File: config.mk
export PLATFORM = sky130hd
export DESIGN_NAME = affine_bigram_decrypt
export DESIGN_NICKNAME = d
export VERILOG_FILES = /design/src/rtl/abd_pkg.sv /design/src/rtl/abd_div.sv /design/src/rtl/abd_datapath.sv /design/src/rtl/abd_ctrl.sv /design/src/rtl/affine_bigram_decrypt.sv
export SDC_FILE = /design/constraint.sdc
export NUM_CORES = 1
export LEC_CHECK = 0
export ABC_AREA = 1
export BUFFER_PORTS_ARGS = -buffer_cell sky130_fd_sc_hd__buf_2
export CAP_MARGIN = 20
export CORE_MARGIN = 2
export CORE_UTILIZATION = 60
export CTS_CLUSTER_DIAMETER = 60
export CTS_CLUSTER_SIZE = 10
export DETAILED_ROUTE_END_ITERATION = 16
export PLACE_DENSITY_LB_ADDON = 0.1
export SETUP_SLACK_MARGIN = 0.3
export SLEW_MARGIN = 10
export SYNTH_ARGS = -nofsm -noshare
export SYNTH_HDL_FRONTEND = slang
export SYNTH_HIERARCHICAL = 1
export SYNTH_SLANG_ARGS = --single-unit
File: constraint.sdc
create_clock -name clk -period 8.4 [get_ports clk]
set_input_delay 0.84 -clock clk [delete_from_list [all_inputs] [get_ports clk]]
set_output_delay 0.84 -clock clk [all_outputs]
set_load 0.005 [all_outputs]
File: src/rtl/abd_pkg.sv
// ----------------------------------------------------------------------------
// abd_pkg
// Shared types and constants of the affine bigram decryptor: register
// indexes, reset values, result codes, controller states and the command and
// status bundles between controller and datapath.
// ----------------------------------------------------------------------------
package abd_pkg;

  // Field widths fixed by the interface
  localparam int KEY_W     = 12;
  localparam int ASZ_W     = 7;
  localparam int LET_W     = 6;
  localparam int CFG_IDX_W = 2;

  // Configuration register indexes
  localparam logic [CFG_IDX_W-1:0] CFG_KEY_A = 2'd0;
  localparam logic [CFG_IDX_W-1:0] CFG_KEY_B = 2'd1;
  localparam logic [CFG_IDX_W-1:0] CFG_ASZ   = 2'd2;

  // Register reset values
  localparam logic [KEY_W-1:0] KEY_A_RST = 12'd1;
  localparam logic [KEY_W-1:0] KEY_B_RST = 12'd0;
  localparam logic [ASZ_W-1:0] ASZ_RST   = 7'd31;

  // Smallest usable alphabet
  localparam int MIN_ALPHABET = 2;

  // Result status codes
  typedef enum logic [1:0] {
    ST_OK     = 2'd0,
    ST_LETTER = 2'd1,
    ST_KEY    = 2'd2
  } status_t;

  // Controller states
  typedef enum logic [3:0] {
    S_IDLE,
    S_SETUP,
    S_CHECK,
    S_AMOD,
    S_BMOD,
    S_EUC_TEST,
    S_EUC_DIV,
    S_EUC_UPD,
    S_INV,
    S_MUL,
    S_XSTART,
    S_XMOD,
    S_SPLIT,
    S_FINISH
  } state_t;

  // Operand selection of the shared divider
  typedef enum logic [2:0] {
    DIV_KEY_A,
    DIV_KEY_B,
    DIV_EUCLID,
    DIV_PROD,
    DIV_SPLIT
  } div_sel_t;

  // Controller to datapath commands
  typedef struct packed {
    logic     load_in;
    logic     setup;
    logic     div_start;
    div_sel_t div_sel;
    logic     a_save;
    logic     b_save;
    logic     euc_mul;
    logic     euc_upd;
    logic     inv_calc;
    logic     prod_calc;
    logic     out_load;
    status_t  out_code;
  } ctrl_cmd_t;

  // Datapath to controller status
  typedef struct packed {
    logic letter_bad;
    logic div_done;
    logic r1_zero;
    logic r0_one;
  } dp_stat_t;

endpackage

File: src/rtl/abd_div.sv
// ----------------------------------------------------------------------------
// abd_div
// Restoring serial divider, one quotient bit per cycle. A long operation
// walks the full dividend; a short one walks only the low SW bits.
// ----------------------------------------------------------------------------
module abd_div #(
  parameter int DW = 26,
  parameter int SW = 13
) (
  input  logic          clk,
  input  logic          rst,
  input  logic          start,
  input  logic          short_op,
  input  logic [DW-1:0] dividend,
  input  logic [SW-1:0] divisor,
  output logic          done,
  output logic [DW-1:0] quotient,
  output logic [SW-1:0] remainder
);

  localparam int CNT_W = $clog2(DW + 1);

  logic [DW-1:0]    dvd;
  logic [SW-1:0]    rem;
  logic [SW-1:0]    dvs;
  logic [CNT_W-1:0] cnt;
  logic             busy;
  logic [SW:0]      partial;
  logic             ge;
  logic [SW:0]      diff;

  // One restoring step
  always_comb begin
    partial = {rem, dvd[DW-1]};
    ge      = (partial >= {1'b0, dvs});
    diff    = partial - {1'b0, dvs};
  end

  // Control: busy flag, bit counter, done pulse
  always_ff @(posedge clk) begin
    if (rst) begin
      busy <= 1'b0;
      done <= 1'b0;
      cnt  <= '0;
    end else begin
      done <= 1'b0;
      if (start) begin
        busy <= 1'b1;
        cnt  <= short_op ? CNT_W'(SW) : CNT_W'(DW);
      end else if (busy) begin
        cnt <= cnt - 1'b1;
        if (cnt == CNT_W'(1)) begin
          busy <= 1'b0;
          done <= 1'b1;
        end
      end
    end
  end

  // Operands: load, then shift quotient bits in
  always_ff @(posedge clk) begin
    if (start) begin
      dvd <= short_op ? (dividend << (DW - SW)) : dividend;
      rem <= '0;
      dvs <= divisor;
    end else if (busy) begin
      dvd <= {dvd[DW-2:0], ge};
      rem <= ge ? diff[SW-1:0] : partial[SW-1:0];
    end
  end

  assign quotient  = dvd;
  assign remainder = rem;

endmodule

File: src/rtl/abd_datapath.sv
// ----------------------------------------------------------------------------
// abd_datapath
// Configuration registers, operand registers, extended Euclid registers,
// the shared divider and the result register of the bigram decryptor.
// ----------------------------------------------------------------------------
module abd_datapath #(
  parameter int MAX_ALPHABET = 64
) (
  input  logic                           clk,
  input  logic                           rst,
  input  logic                           cfg_we,
  input  logic [abd_pkg::CFG_IDX_W-1:0]  cfg_index,
  input  logic [abd_pkg::KEY_W-1:0]      cfg_data,
  input  logic [abd_pkg::LET_W-1:0]      cipher_first,
  input  logic [abd_pkg::LET_W-1:0]      cipher_second,
  input  abd_pkg::ctrl_cmd_t             cmd,
  output abd_pkg::dp_stat_t              stat,
  output logic [abd_pkg::LET_W-1:0]      plain_first,
  output logic [abd_pkg::LET_W-1:0]      plain_second,
  output logic [1:0]                     status
);

  localparam int M_W   = $clog2(MAX_ALPHABET + 1);
  localparam int SQ_W  = $clog2(MAX_ALPHABET * MAX_ALPHABET + 1);
  localparam int TW    = SQ_W + 2;
  localparam int DW    = (2 * SQ_W > abd_pkg::KEY_W) ? 2 * SQ_W : abd_pkg::KEY_W;
  localparam int CW    = (M_W > abd_pkg::ASZ_W) ? M_W : abd_pkg::ASZ_W;

  // Configuration registers
  logic [abd_pkg::KEY_W-1:0] key_a;
  logic [abd_pkg::KEY_W-1:0] key_b;
  logic [abd_pkg::ASZ_W-1:0] asz;

  // Item registers
  logic [abd_pkg::LET_W-1:0] i1;
  logic [abd_pkg::LET_W-1:0] i2;
  logic [M_W-1:0]            m;
  logic [SQ_W-1:0]           msq;
  logic [SQ_W-1:0]           y;
  logic                      letter_bad;
  logic [SQ_W-1:0]           a_red;
  logic [SQ_W-1:0]           b_red;
  logic [SQ_W-1:0]           r0;
  logic [SQ_W-1:0]           r1;
  logic signed [TW-1:0]      t0;
  logic signed [TW-1:0]      t1;
  logic signed [TW-1:0]      tq;
  logic [SQ_W-1:0]           inv;
  logic [SQ_W-1:0]           z;
  logic [DW-1:0]             prod;

  // Result register
  logic [abd_pkg::LET_W-1:0] plain_first_r;
  logic [abd_pkg::LET_W-1:0] plain_second_r;
  abd_pkg::status_t          status_r;

  // Combinational helpers
  logic [CW-1:0]        asz_ext;
  logic [M_W-1:0]       m_sat;
  logic [DW-1:0]        div_dividend;
  logic [SQ_W-1:0]      div_divisor;
  logic                 div_short;
  logic                 div_done;
  logic [DW-1:0]        div_quo;
  logic [SQ_W-1:0]      div_rem;
  logic signed [TW-1:0] q_s;
  logic signed [TW-1:0] msq_s;
  logic signed [TW-1:0] t0_pos;
  logic signed [TW-1:0] inv_val;
  logic [SQ_W:0]        z_val;

  // Write configuration registers
  always_ff @(posedge clk) begin
    if (rst) begin
      key_a <= abd_pkg::KEY_A_RST;
      key_b <= abd_pkg::KEY_B_RST;
      asz   <= abd_pkg::ASZ_RST;
    end else if (cfg_we) begin
      unique case (cfg_index)
        abd_pkg::CFG_KEY_A: key_a <= cfg_data;
        abd_pkg::CFG_KEY_B: key_b <= cfg_data;
        abd_pkg::CFG_ASZ:   asz   <= cfg_data[abd_pkg::ASZ_W-1:0];
        default: ;
      endcase
    end
  end

  // Clamp the alphabet size into the supported range
  always_comb begin
    asz_ext = CW'(asz);
    if (asz_ext < CW'(abd_pkg::MIN_ALPHABET)) begin
      m_sat = M_W'(abd_pkg::MIN_ALPHABET);
    end else if (asz_ext > CW'(MAX_ALPHABET)) begin
      m_sat = M_W'(MAX_ALPHABET);
    end else begin
      m_sat = M_W'(asz_ext);
    end
  end

  // Pick divider operands
  always_comb begin
    div_dividend = DW'(key_a);
    div_divisor  = msq;
    div_short    = 1'b0;
    unique case (cmd.div_sel)
      abd_pkg::DIV_KEY_A: begin
        div_dividend = DW'(key_a);
        div_divisor  = msq;
      end
      abd_pkg::DIV_KEY_B: begin
        div_dividend = DW'(key_b);
        div_divisor  = msq;
      end
      abd_pkg::DIV_EUCLID: begin
        div_dividend = DW'(r0);
        div_divisor  = r1;
        div_short    = 1'b1;
      end
      abd_pkg::DIV_PROD: begin
        div_dividend = prod;
        div_divisor  = msq;
      end
      abd_pkg::DIV_SPLIT: begin
        div_dividend = DW'(div_rem);
        div_divisor  = SQ_W'(m);
        div_short    = 1'b1;
      end
      default: ;
    endcase
  end

  abd_div #(
    .DW (DW),
    .SW (SQ_W)
  ) u_div (
    .clk       (clk),
    .rst       (rst),
    .start     (cmd.div_start),
    .short_op  (div_short),
    .dividend  (div_dividend),
    .divisor   (div_divisor),
    .done      (div_done),
    .quotient  (div_quo),
    .remainder (div_rem)
  );

  // Signed views of the Euclid quotient and the modulus
  always_comb begin
    q_s   = $signed(TW'(div_quo[SQ_W-1:0]));
    msq_s = $signed(TW'(msq));
  end

  // Bring the Bezout coefficient into range, and form y - b mod msq
  always_comb begin
    t0_pos  = t0[TW-1] ? (t0 + msq_s) : t0;
    inv_val = (t0_pos >= msq_s) ? (t0_pos - msq_s) : t0_pos;
    if (y >= b_red) begin
      z_val = {1'b0, y} - {1'b0, b_red};
    end else begin
      z_val = {1'b0, y} + {1'b0, msq} - {1'b0, b_red};
    end
  end

  // Latch the word and the clamped alphabet size
  always_ff @(posedge clk) begin
    if (cmd.load_in) begin
      i1 <= cipher_first;
      i2 <= cipher_second;
      m  <= m_sat;
    end
  end

  // Modulus, bigram value and letter check
  always_ff @(posedge clk) begin
    if (cmd.setup) begin
      msq        <= SQ_W'(m) * SQ_W'(m);
      y          <= SQ_W'(i1) * SQ_W'(m) + SQ_W'(i2);
      letter_bad <= (CW'(i1) >= CW'(m)) || (CW'(i2) >= CW'(m));
    end
  end

  // Reduced keys; saving key b also loads the Euclid start values
  always_ff @(posedge clk) begin
    if (cmd.a_save) begin
      a_red <= div_rem;
    end
    if (cmd.b_save) begin
      b_red <= div_rem;
    end
  end

  // Extended Euclid registers
  always_ff @(posedge clk) begin
    if (cmd.b_save) begin
      r0 <= msq;
      r1 <= a_red;
      t0 <= '0;
      t1 <= TW'(1);
    end else if (cmd.euc_upd) begin
      r0 <= r1;
      r1 <= div_rem;
      t0 <= t1;
      t1 <= t0 - tq;
    end
  end

  // Quotient times coefficient, registered before the subtract
  always_ff @(posedge clk) begin
    if (cmd.euc_mul) begin
      tq <= q_s * t1;
    end
  end

  // Inverse and key-shifted value, then their product
  always_ff @(posedge clk) begin
    if (cmd.inv_calc) begin
      inv <= SQ_W'(inv_val);
      z   <= z_val[SQ_W-1:0];
    end
    if (cmd.prod_calc) begin
      prod <= DW'(inv) * DW'(z);
    end
  end

  // Result register
  always_ff @(posedge clk) begin
    if (cmd.out_load) begin
      status_r <= cmd.out_code;
      if (cmd.out_code == abd_pkg::ST_OK) begin
        plain_first_r  <= abd_pkg::LET_W'(div_quo[SQ_W-1:0]);
        plain_second_r <= abd_pkg::LET_W'(div_rem);
      end else begin
        plain_first_r  <= '0;
        plain_second_r <= '0;
      end
    end
  end

  always_comb begin
    stat.letter_bad = letter_bad;
    stat.div_done   = div_done;
    stat.r1_zero    = (r1 == '0);
    stat.r0_one     = (r0 == SQ_W'(1));
  end

  assign plain_first  = plain_first_r;
  assign plain_second = plain_second_r;
  assign status       = status_r;

endmodule

File: src/rtl/abd_ctrl.sv
// ----------------------------------------------------------------------------
// abd_ctrl
// Sequencer of the bigram decryptor: runs key reduction, the extended
// Euclid loop and the final decode through the datapath, and owns the
// input and output handshakes.
// ----------------------------------------------------------------------------
module abd_ctrl (
  input  logic               clk,
  input  logic               rst,
  input  logic               in_valid,
  output logic               in_ready,
  output logic               out_valid,
  input  logic               out_ready,
  input  abd_pkg::dp_stat_t  stat,
  output abd_pkg::ctrl_cmd_t cmd
);

  abd_pkg::state_t  state;
  abd_pkg::state_t  state_next;
  abd_pkg::status_t code;
  abd_pkg::status_t code_next;
  logic             out_valid_r;

  // State, result code and output valid
  always_ff @(posedge clk) begin
    if (rst) begin
      state       <= abd_pkg::S_IDLE;
      code        <= abd_pkg::ST_OK;
      out_valid_r <= 1'b0;
    end else begin
      state <= state_next;
      code  <= code_next;
      if (cmd.out_load) begin
        out_valid_r <= 1'b1;
      end else if (out_ready) begin
        out_valid_r <= 1'b0;
      end
    end
  end

  // Next state and commands
  always_comb begin
    state_next   = state;
    code_next    = code;
    cmd          = '0;
    cmd.div_sel  = abd_pkg::DIV_KEY_A;
    cmd.out_code = code;
    in_ready     = 1'b0;
    unique case (state)
      abd_pkg::S_IDLE: begin
        in_ready = 1'b1;
        if (in_valid) begin
          cmd.load_in = 1'b1;
          state_next  = abd_pkg::S_SETUP;
        end
      end
      abd_pkg::S_SETUP: begin
        cmd.setup  = 1'b1;
        state_next = abd_pkg::S_CHECK;
      end
      abd_pkg::S_CHECK: begin
        // Drop to the result on a letter outside the alphabet
        if (stat.letter_bad) begin
          code_next  = abd_pkg::ST_LETTER;
          state_next = abd_pkg::S_FINISH;
        end else begin
          cmd.div_start = 1'b1;
          cmd.div_sel   = abd_pkg::DIV_KEY_A;
          state_next    = abd_pkg::S_AMOD;
        end
      end
      abd_pkg::S_AMOD: begin
        if (stat.div_done) begin
          cmd.a_save    = 1'b1;
          cmd.div_start = 1'b1;
          cmd.div_sel   = abd_pkg::DIV_KEY_B;
          state_next    = abd_pkg::S_BMOD;
        end
      end
      abd_pkg::S_BMOD: begin
        if (stat.div_done) begin
          cmd.b_save = 1'b1;
          state_next = abd_pkg::S_EUC_TEST;
        end
      end
      abd_pkg::S_EUC_TEST: begin
        if (stat.r1_zero) begin
          state_next = abd_pkg::S_INV;
        end else begin
          cmd.div_start = 1'b1;
          cmd.div_sel   = abd_pkg::DIV_EUCLID;
          state_next    = abd_pkg::S_EUC_DIV;
        end
      end
      abd_pkg::S_EUC_DIV: begin
        cmd.div_sel = abd_pkg::DIV_EUCLID;
        if (stat.div_done) begin
          cmd.euc_mul = 1'b1;
          state_next  = abd_pkg::S_EUC_UPD;
        end
      end
      abd_pkg::S_EUC_UPD: begin
        cmd.euc_upd = 1'b1;
        state_next  = abd_pkg::S_EUC_TEST;
      end
      abd_pkg::S_INV: begin
        // Key has no inverse unless the gcd came out as one
        if (!stat.r0_one) begin
          code_next  = abd_pkg::ST_KEY;
          state_next = abd_pkg::S_FINISH;
        end else begin
          cmd.inv_calc = 1'b1;
          state_next   = abd_pkg::S_MUL;
        end
      end
      abd_pkg::S_MUL: begin
        cmd.prod_calc = 1'b1;
        state_next    = abd_pkg::S_XSTART;
      end
      abd_pkg::S_XSTART: begin
        cmd.div_start = 1'b1;
        cmd.div_sel   = abd_pkg::DIV_PROD;
        state_next    = abd_pkg::S_XMOD;
      end
      abd_pkg::S_XMOD: begin
        cmd.div_sel = abd_pkg::DIV_PROD;
        if (stat.div_done) begin
          cmd.div_start = 1'b1;
          cmd.div_sel   = abd_pkg::DIV_SPLIT;
          state_next    = abd_pkg::S_SPLIT;
        end
      end
      abd_pkg::S_SPLIT: begin
        cmd.div_sel = abd_pkg::DIV_SPLIT;
        if (stat.div_done) begin
          code_next  = abd_pkg::ST_OK;
          state_next = abd_pkg::S_FINISH;
        end
      end
      abd_pkg::S_FINISH: begin
        // Hold until the output register is free
        if (!out_valid_r || out_ready) begin
          cmd.out_load = 1'b1;
          state_next   = abd_pkg::S_IDLE;
        end
      end
      default: begin
        state_next = abd_pkg::S_IDLE;
      end
    endcase
  end

  assign out_valid = out_valid_r;

endmodule

File: src/rtl/affine_bigram_decrypt.sv
// ----------------------------------------------------------------------------
// affine_bigram_decrypt
// Decrypts one affine-cipher bigram per word: y = first*m + second, and
// x = a^-1 * (y - b) mod m*m, returned as the letter pair x/m, x%m. The
// alphabet size m is clamped to 2..MAX_ALPHABET and both keys are reduced
// mod m*m. A letter index of m or more gives status 1, a key a with no
// inverse mod m*m gives status 2; both return zero letters. One word is in
// work at a time; a new one is taken as soon as the previous result sits in
// the output register. One shared serial divider (one quotient bit per
// cycle) serves the key reductions, every Euclid step and the final decode.
// Configuration registers are written directly by index and must only
// change while the block is idle.
// ----------------------------------------------------------------------------
module affine_bigram_decrypt #(
  parameter int MAX_ALPHABET = 64
) (
  input  logic                          clk,
  input  logic                          rst,
  // Configuration write port
  input  logic                          cfg_we,
  input  logic [abd_pkg::CFG_IDX_W-1:0] cfg_index,
  input  logic [abd_pkg::KEY_W-1:0]     cfg_data,
  // Ciphertext words
  input  logic                          in_valid,
  output logic                          in_ready,
  input  logic [abd_pkg::LET_W-1:0]     cipher_first,
  input  logic [abd_pkg::LET_W-1:0]     cipher_second,
  // Plaintext words
  output logic                          out_valid,
  input  logic                          out_ready,
  output logic [abd_pkg::LET_W-1:0]     plain_first,
  output logic [abd_pkg::LET_W-1:0]     plain_second,
  output logic [1:0]                    status
);

  abd_pkg::ctrl_cmd_t cmd;
  abd_pkg::dp_stat_t  stat;

  abd_ctrl u_ctrl (
    .clk       (clk),
    .rst       (rst),
    .in_valid  (in_valid),
    .in_ready  (in_ready),
    .out_valid (out_valid),
    .out_ready (out_ready),
    .stat      (stat),
    .cmd       (cmd)
  );

  abd_datapath #(
    .MAX_ALPHABET (MAX_ALPHABET)
  ) u_datapath (
    .clk           (clk),
    .rst           (rst),
    .cfg_we        (cfg_we),
    .cfg_index     (cfg_index),
    .cfg_data      (cfg_data),
    .cipher_first  (cipher_first),
    .cipher_second (cipher_second),
    .cmd           (cmd),
    .stat          (stat),
    .plain_first   (plain_first),
    .plain_second  (plain_second),
    .status        (status)
  );

endmodule
Word level (Yosys, flattened, before mapping)

Index checks and enable logic that the tools add are counted.

Add/subtract/negate cells: 9
Multiply operators: 4
Magnitude comparators: 7
Eq/ne operators: 30
Muxes and demuxes: 59
Bitwise operators: 1
Reduce and logical (&&, ||, !) cells: 19

Operator list:

| cell                | number |
|---|---|
| $pmux 26 s4         | 1 |
| $mux 13             | 7 |
| $mux 26             | 3 |
| $pmux 4 s14         | 1 |
| $sub 13x13->13      | 4 |
| $mux 4              | 12 |
| $mul 13x13->26      | 1 |
| $pmux 13 s2         | 1 |
| $eq 4x4->1 const B  | 6 |
| $mux 1              | 21 |
| $pmux 3 s7          | 1 |
| $mux 5              | 4 |
| $eq 4x3->1 const B  | 4 |
| $add 15x14->15      | 1 |
| $ge 15x14->1        | 1 |
| $mul 14x15->15      | 1 |
| $mux 15             | 1 |
| $sub 15x15->15      | 1 |
| $ge 14x13->1        | 1 |
| $ge 6x7->1          | 2 |
| $ne 2x1->1 const B  | 7 |
| $add 13x13->13      | 1 |
| $add 13x6->13       | 1 |
| $eq 13x1->1 const B | 1 |
| 33 further kinds    | 45 |

Flip-flop bits (word level): 306
Input port bits: 31
Output and inout bits: 16
Word-level logic and storage cells: 161

Longest topological paths before layout

Word-level depth: 8
Depth in mapped cells: 23
Depth with buffers taken out: 22

Hierarchy

The synthesis kept the hierarchy.

Modules (own cells, without submodules):

| module       | times used | cells each | area an instance (um^2) | sequential area each (um^2) |
|---|---|---|---|---|
| abd_datapath | 1          | 3,123      | 25,175.4                | 6,566.3 |
| abd_div      | 1          | 433        | 3,487.1                 | 1,571.5 |
| abd_ctrl     | 1          | 113        | 604.3                   | 140.1 |

Worst setup path before layout

Ideal clock, no wire load.

Path kind: reg2reg
Start: reg u_datapath.u_div.dvd[4], in the netlist u_datapath/u_div/quotient[4]
End: reg u_datapath.tq[12], data pin
Library setup time: 259 ps
Arrival time: 5,111 ps
Data required time: 8,141 ps
Setup slack: 3,030 ps
Stages on the path, launching flop included: 23
Buffers on the path: 1
Period minus slack after synthesis: 5,370 ps
Cells stage by stage: edfxtp_1 clkbuf_1 nand2_1 inv_1 fa_1 inv_1 fa_1 inv_1 fa_1 inv_1 fa_1 inv_1 fa_1 inv_1 fa_1 inv_1 ha_1 a21oi_1 o21ai_0 a21oi_1 o21ai_0 a21oi_1 xnor2_1

Word-level cells in the longest chain between the ends: 1

RTL lines:

| item                   | RTL line            | text |
|---|---|---|
| start, declared        | abd_div.sv:23       | `logic [DW-1:0] dvd;` |
| start signal, assigned | abd_div.sv:63       | `dvd <= short_op ? (dividend << (DW - SW)) : dividend;` |
| start signal, assigned | abd_div.sv:67       | `dvd <= {dvd[DW-2:0], ge};` |
| $mul 14x15->15         | abd_datapath.sv:210 | `tq <= q_s * t1;` |
| end signal, assigned   | abd_datapath.sv:210 |  |
| end, declared          | abd_datapath.sv:47  | `logic signed [TW-1:0] tq;` |

Every way passes these cells.
A chain may end at the register's enable or synchronous reset.

Worst setup path after layout

Same ends and word-level chain as after synthesis.

==> impl_summary.log <==
INFO  metric status = finished clean
INFO  metric routabilityCongestion = 0.9783
INFO  metric routed-via-count = 23,841
INFO  metric timing_hold_violations_final = 0
INFO  metric ys.flop_type = sky130_fd_sc_hd__edfxtp_1
INFO  metric cpMostUsedCell = sky130_fd_sc_hd__inv_1
INFO  metric relSlewSlack = 30.49%
INFO  metric areaGrowthSynthToFinish = 6.417%
INFO  metric cell_count_after_synthesis = 3,669
INFO  metric drtIter0Drc = 1,788
INFO  metric fp.dieH = 224.9 um
INFO  metric postCtsHoldBufs = 0
INFO  metric ctsLongestPathBuffers = 3
INFO  metric reg2reg_to = u_datapath/tq[12]
INFO  metric yosysSeqAreaShare = 28.28%
INFO  metric setup_viol_count_final = 0
INFO  metric fin_skew = 0.04411 ns
INFO  metric cp_num_cells = 21
INFO  metric synth-seq-cells = 305
INFO  metric reg2reg_setup_slack = 2.73 ns
INFO  metric floorplan.core_area = 47,950 um^2
INFO  metric drt-wirelength-per-cell = 18.17 um
INFO  metric synthArstFlopShare = 0%
INFO  metric utilization = 64.96%
INFO  metric critPathTopFamily = adder cells
INFO  metric clock_sinks = 305
INFO  metric tightestPinTransition = 1.042 ns
INFO  metric worstHoldPathType = reg2reg
INFO  metric worst_setup_path_start = u_datapath/u_div/quotient[4]
INFO  metric synth_cell_type_count = 58
INFO  metric worst-path-buf-inv = 7
INFO  metric drive_gt1_share = 5.525%
INFO  metric number_of_antenna_violations_at_the_first_check_in_global_routing = 0
INFO  metric nNetsFinal = 4,206
INFO  metric syn_avg_cell_area = 7.977 um^2
INFO  metric via_count_of_the_first_global_routing_pass = 23,619
INFO  metric critical_path_class = reg2reg
INFO  metric cp_data_required_time = 8.72 ns
INFO  metric ctsRootBufferMaster = sky130_fd_sc_hd__clkbuf_16
INFO  metric max_freq = 176.5 MHz
INFO  metric grt-busiest-layer = met2
INFO  metric report.final.slew_viol_count = 0
INFO  metric mappedNetlistArea = 29,270 um^2
INFO  metric rows = 80
INFO  metric min_period_over_period = 67.45%
INFO  metric final_cell_mix = sky130_fd_sc_hd__nand2_1 (866), sky130_fd_sc_hd__inv_1 (844), sky130_fd_sc_hd__ha_1 (269)
INFO  metric design.die.area = 50,560 um^2
INFO  metric cp_data_arrival_time = 5.99 ns
INFO  metric most_common_library_cell_in_the_layout_ignoring_fill_and_taps = sky130_fd_sc_hd__nand2_1
INFO  metric crit-reg2reg-launch = u_datapath/u_div/quotient[4]
INFO  metric cts_resized = 0
INFO  metric worst_path_largest_cell_delay = 0.59 ns
INFO  metric gr-usage-met2 = 52.19%
INFO  metric place_hpwl = 61,860 um
INFO  metric global_route_track_usage_on_met1 = 42.62%
INFO  metric grt_start_max_net_pins = 70
INFO  metric dieWidth = 224.9 um
INFO  metric post_cts_setup_buffers = 0
INFO  metric ctsHtreeMaxLevel = 2
INFO  metric ff2ff_path_depth = 21
INFO  metric tns = 0 ns
INFO  metric worst_setup_path_endpoint = u_datapath/tq[12]
INFO  metric yosysWarnings = 6
INFO  metric globalRouteTotalUtil = 31.74%
INFO  metric wirelength = 78,240 um
INFO  metric grt_remaining_overflow = 0
INFO  metric drt-vias-per-instance = 5.535
INFO  metric syn-num-nets = 4,210
INFO  metric first_pass_iters = 5
INFO  metric placement.io_buffers = 46
INFO  metric initial_core_util = 61.04%
INFO  metric grt_first_pass_wirelength = 125,000 um
INFO  metric global_route.usage.met3 = 4.886%
INFO  metric crit_path_time_final = 5.666 ns
INFO  metric cts-buffers-inserted = 40
INFO  metric clk_pin_slew_worst_paths = 0.06 ns
INFO  metric crit_path_start_kind = register
INFO  metric rsz0062_at_grt = false
INFO  metric critical_path_maximum_fanout = 14
INFO  metric io_pins = 47
INFO  metric cts_tree = done
INFO  metric number_of_flops_mapped_to_enable_cells_by_yosys = 217
INFO  metric critPathSlowestCell = sky130_fd_sc_hd__edfxtp_1
INFO  metric path_cells = nand2_1 > inv_1 > fa_1 > inv_1 > fa_1 > inv_1 > fa_1 > inv_1 > fa_1 > inv_1 > fa_1 > inv_1 > fa_1 > inv_1 > ha_1 > a21oi_1 > o21ai_0 > a21oi_1 > o21ai_0 > a21oi_1 > xnor2_1
INFO  metric maxCapViolCount = 0
INFO  metric final_ant_viol_nets = 0
INFO  metric endpoint_kind = register
INFO  metric worst_skew_pair.late_latency = 0.58 ns
INFO  metric drc_errors = 0
INFO  metric antennaDiodeCount = 0
-- worst register-to-register path, cell delays in order (launching register included) --
cell and delay [ns]:
sky130_fd_sc_hd__edfxtp_1 0.59, sky130_fd_sc_hd__nand2_1 0.15, sky130_fd_sc_hd__inv_1 0.07, sky130_fd_sc_hd__fa_1 0.54, sky130_fd_sc_hd__inv_1 0.06, sky130_fd_sc_hd__fa_1 0.53
sky130_fd_sc_hd__inv_1 0.05, sky130_fd_sc_hd__fa_1 0.49, sky130_fd_sc_hd__inv_1 0.05, sky130_fd_sc_hd__fa_1 0.47, sky130_fd_sc_hd__inv_1 0.05, sky130_fd_sc_hd__fa_1 0.53
sky130_fd_sc_hd__inv_1 0.05, sky130_fd_sc_hd__fa_1 0.52, sky130_fd_sc_hd__inv_1 0.04, sky130_fd_sc_hd__ha_1 0.35, sky130_fd_sc_hd__a21oi_1 0.15, sky130_fd_sc_hd__o21ai_0 0.13
sky130_fd_sc_hd__a21oi_1 0.23, sky130_fd_sc_hd__o21ai_0 0.12, sky130_fd_sc_hd__a21oi_1 0.18, sky130_fd_sc_hd__xnor2_1 0.08
-- routing by layer --
layer  vias to the layer above  routed length (um)
li1                      11434                   -
met1                     11385               33560
met2                       871               36290
met3                       151                5598
met4                         0                2797
met5                         -                   0
-- cells in the mapped netlist (27+ instances only) --
master / instances / area (um^2)
sky130_fd_sc_hd__clkbuf_1: 83 / 311.6
sky130_fd_sc_hd__ha_1: 269 / 3366
sky130_fd_sc_hd__nand3_1: 155 / 775.7
sky130_fd_sc_hd__a21oi_1: 126 / 630.6
sky130_fd_sc_hd__dfxtp_1: 88 / 1762
sky130_fd_sc_hd__o21ai_0: 152 / 760.7
sky130_fd_sc_hd__fa_1: 241 / 4825
sky130_fd_sc_hd__xnor2_1: 34 / 297.8
sky130_fd_sc_hd__inv_1: 844 / 3168
sky130_fd_sc_hd__xor2_1: 72 / 630.6
sky130_fd_sc_hd__o22ai_1: 27 / 168.9
sky130_fd_sc_hd__nand4_1: 38 / 237.7
sky130_fd_sc_hd__edfxtp_1: 217 / 6516
sky130_fd_sc_hd__nor2_1: 200 / 750.7
sky130_fd_sc_hd__nand2_2: 32 / 200.2
sky130_fd_sc_hd__nand2_1: 866 / 3251
-- registers in the layout, indices dropped and copies added (netlist names), 15 cells and up --
register,flops
u_datapath/u_div/quotient,26
u_datapath/tq,15
u_datapath/t0,15
u_datapath/t1,15
u_datapath/prod,26
-- through the flow --
stage               hold slack, ns  worst slack (ns)  area [um^2]  std cells
global placement            0.4292             2.847        29870       4233
floorplan                   0.4223             3.030        29270       3669
detailed placement          0.4373             2.745        29880       4234
finish                      0.4450             2.734        31140       4307
CTS                         0.4160             2.755        31110       4303
global route                0.4291             2.407        31140       4307
-- layout make-up --
class	count	area [um^2]
Clock inverter	10	142.6
Multi-Input combinational cell	2396	17290
Sequential cell	305	8278
Fill cell	4187	16800
Timing Repair Buffer	59	327.8
Tap cell	615	769.5
Inverter	863	3242
Clock buffer	59	1092
-- kinds of logic after synthesis --
family                   Yosys count  synth area share [%]
adder cells (fa/ha/maj)          510                 27.99
AO/OA/AOI/OAI                    416                 8.204
buffers and inverters            968                 12.72
XOR/XNOR                         106                 3.172
AND/OR/NAND/NOR                 1364                 19.63
flip-flops                       305                 28.28
-- how the worst min path moves through the flow --
| stage | startpoint | to | slack [ns] | cells past startpoint |
|---|---|---|---|---|
| final | u_ctrl/code[1] | u_datapath/status[1] | 0.44 | 0 |
| after global routing | cipher_first[0] | u_datapath/i1[0] | 0.43 | 1 |
| after CTS | cipher_first[0] | u_datapath/i1[0] | 0.42 | 1 |
| after detailed placement | u_ctrl/code[1] | u_datapath/status[1] | 0.44 | 0 |
| after global placement | u_ctrl/code[0] | u_datapath/status[0] | 0.43 | 0 |
| after floorplan | u_ctrl/code[0] | u_datapath/status[0] | 0.42 | 0 |
Power is left out: the tool's default activity adds up to more than one toggle a clock period on the data nets, which glitch-free logic cannot reach.
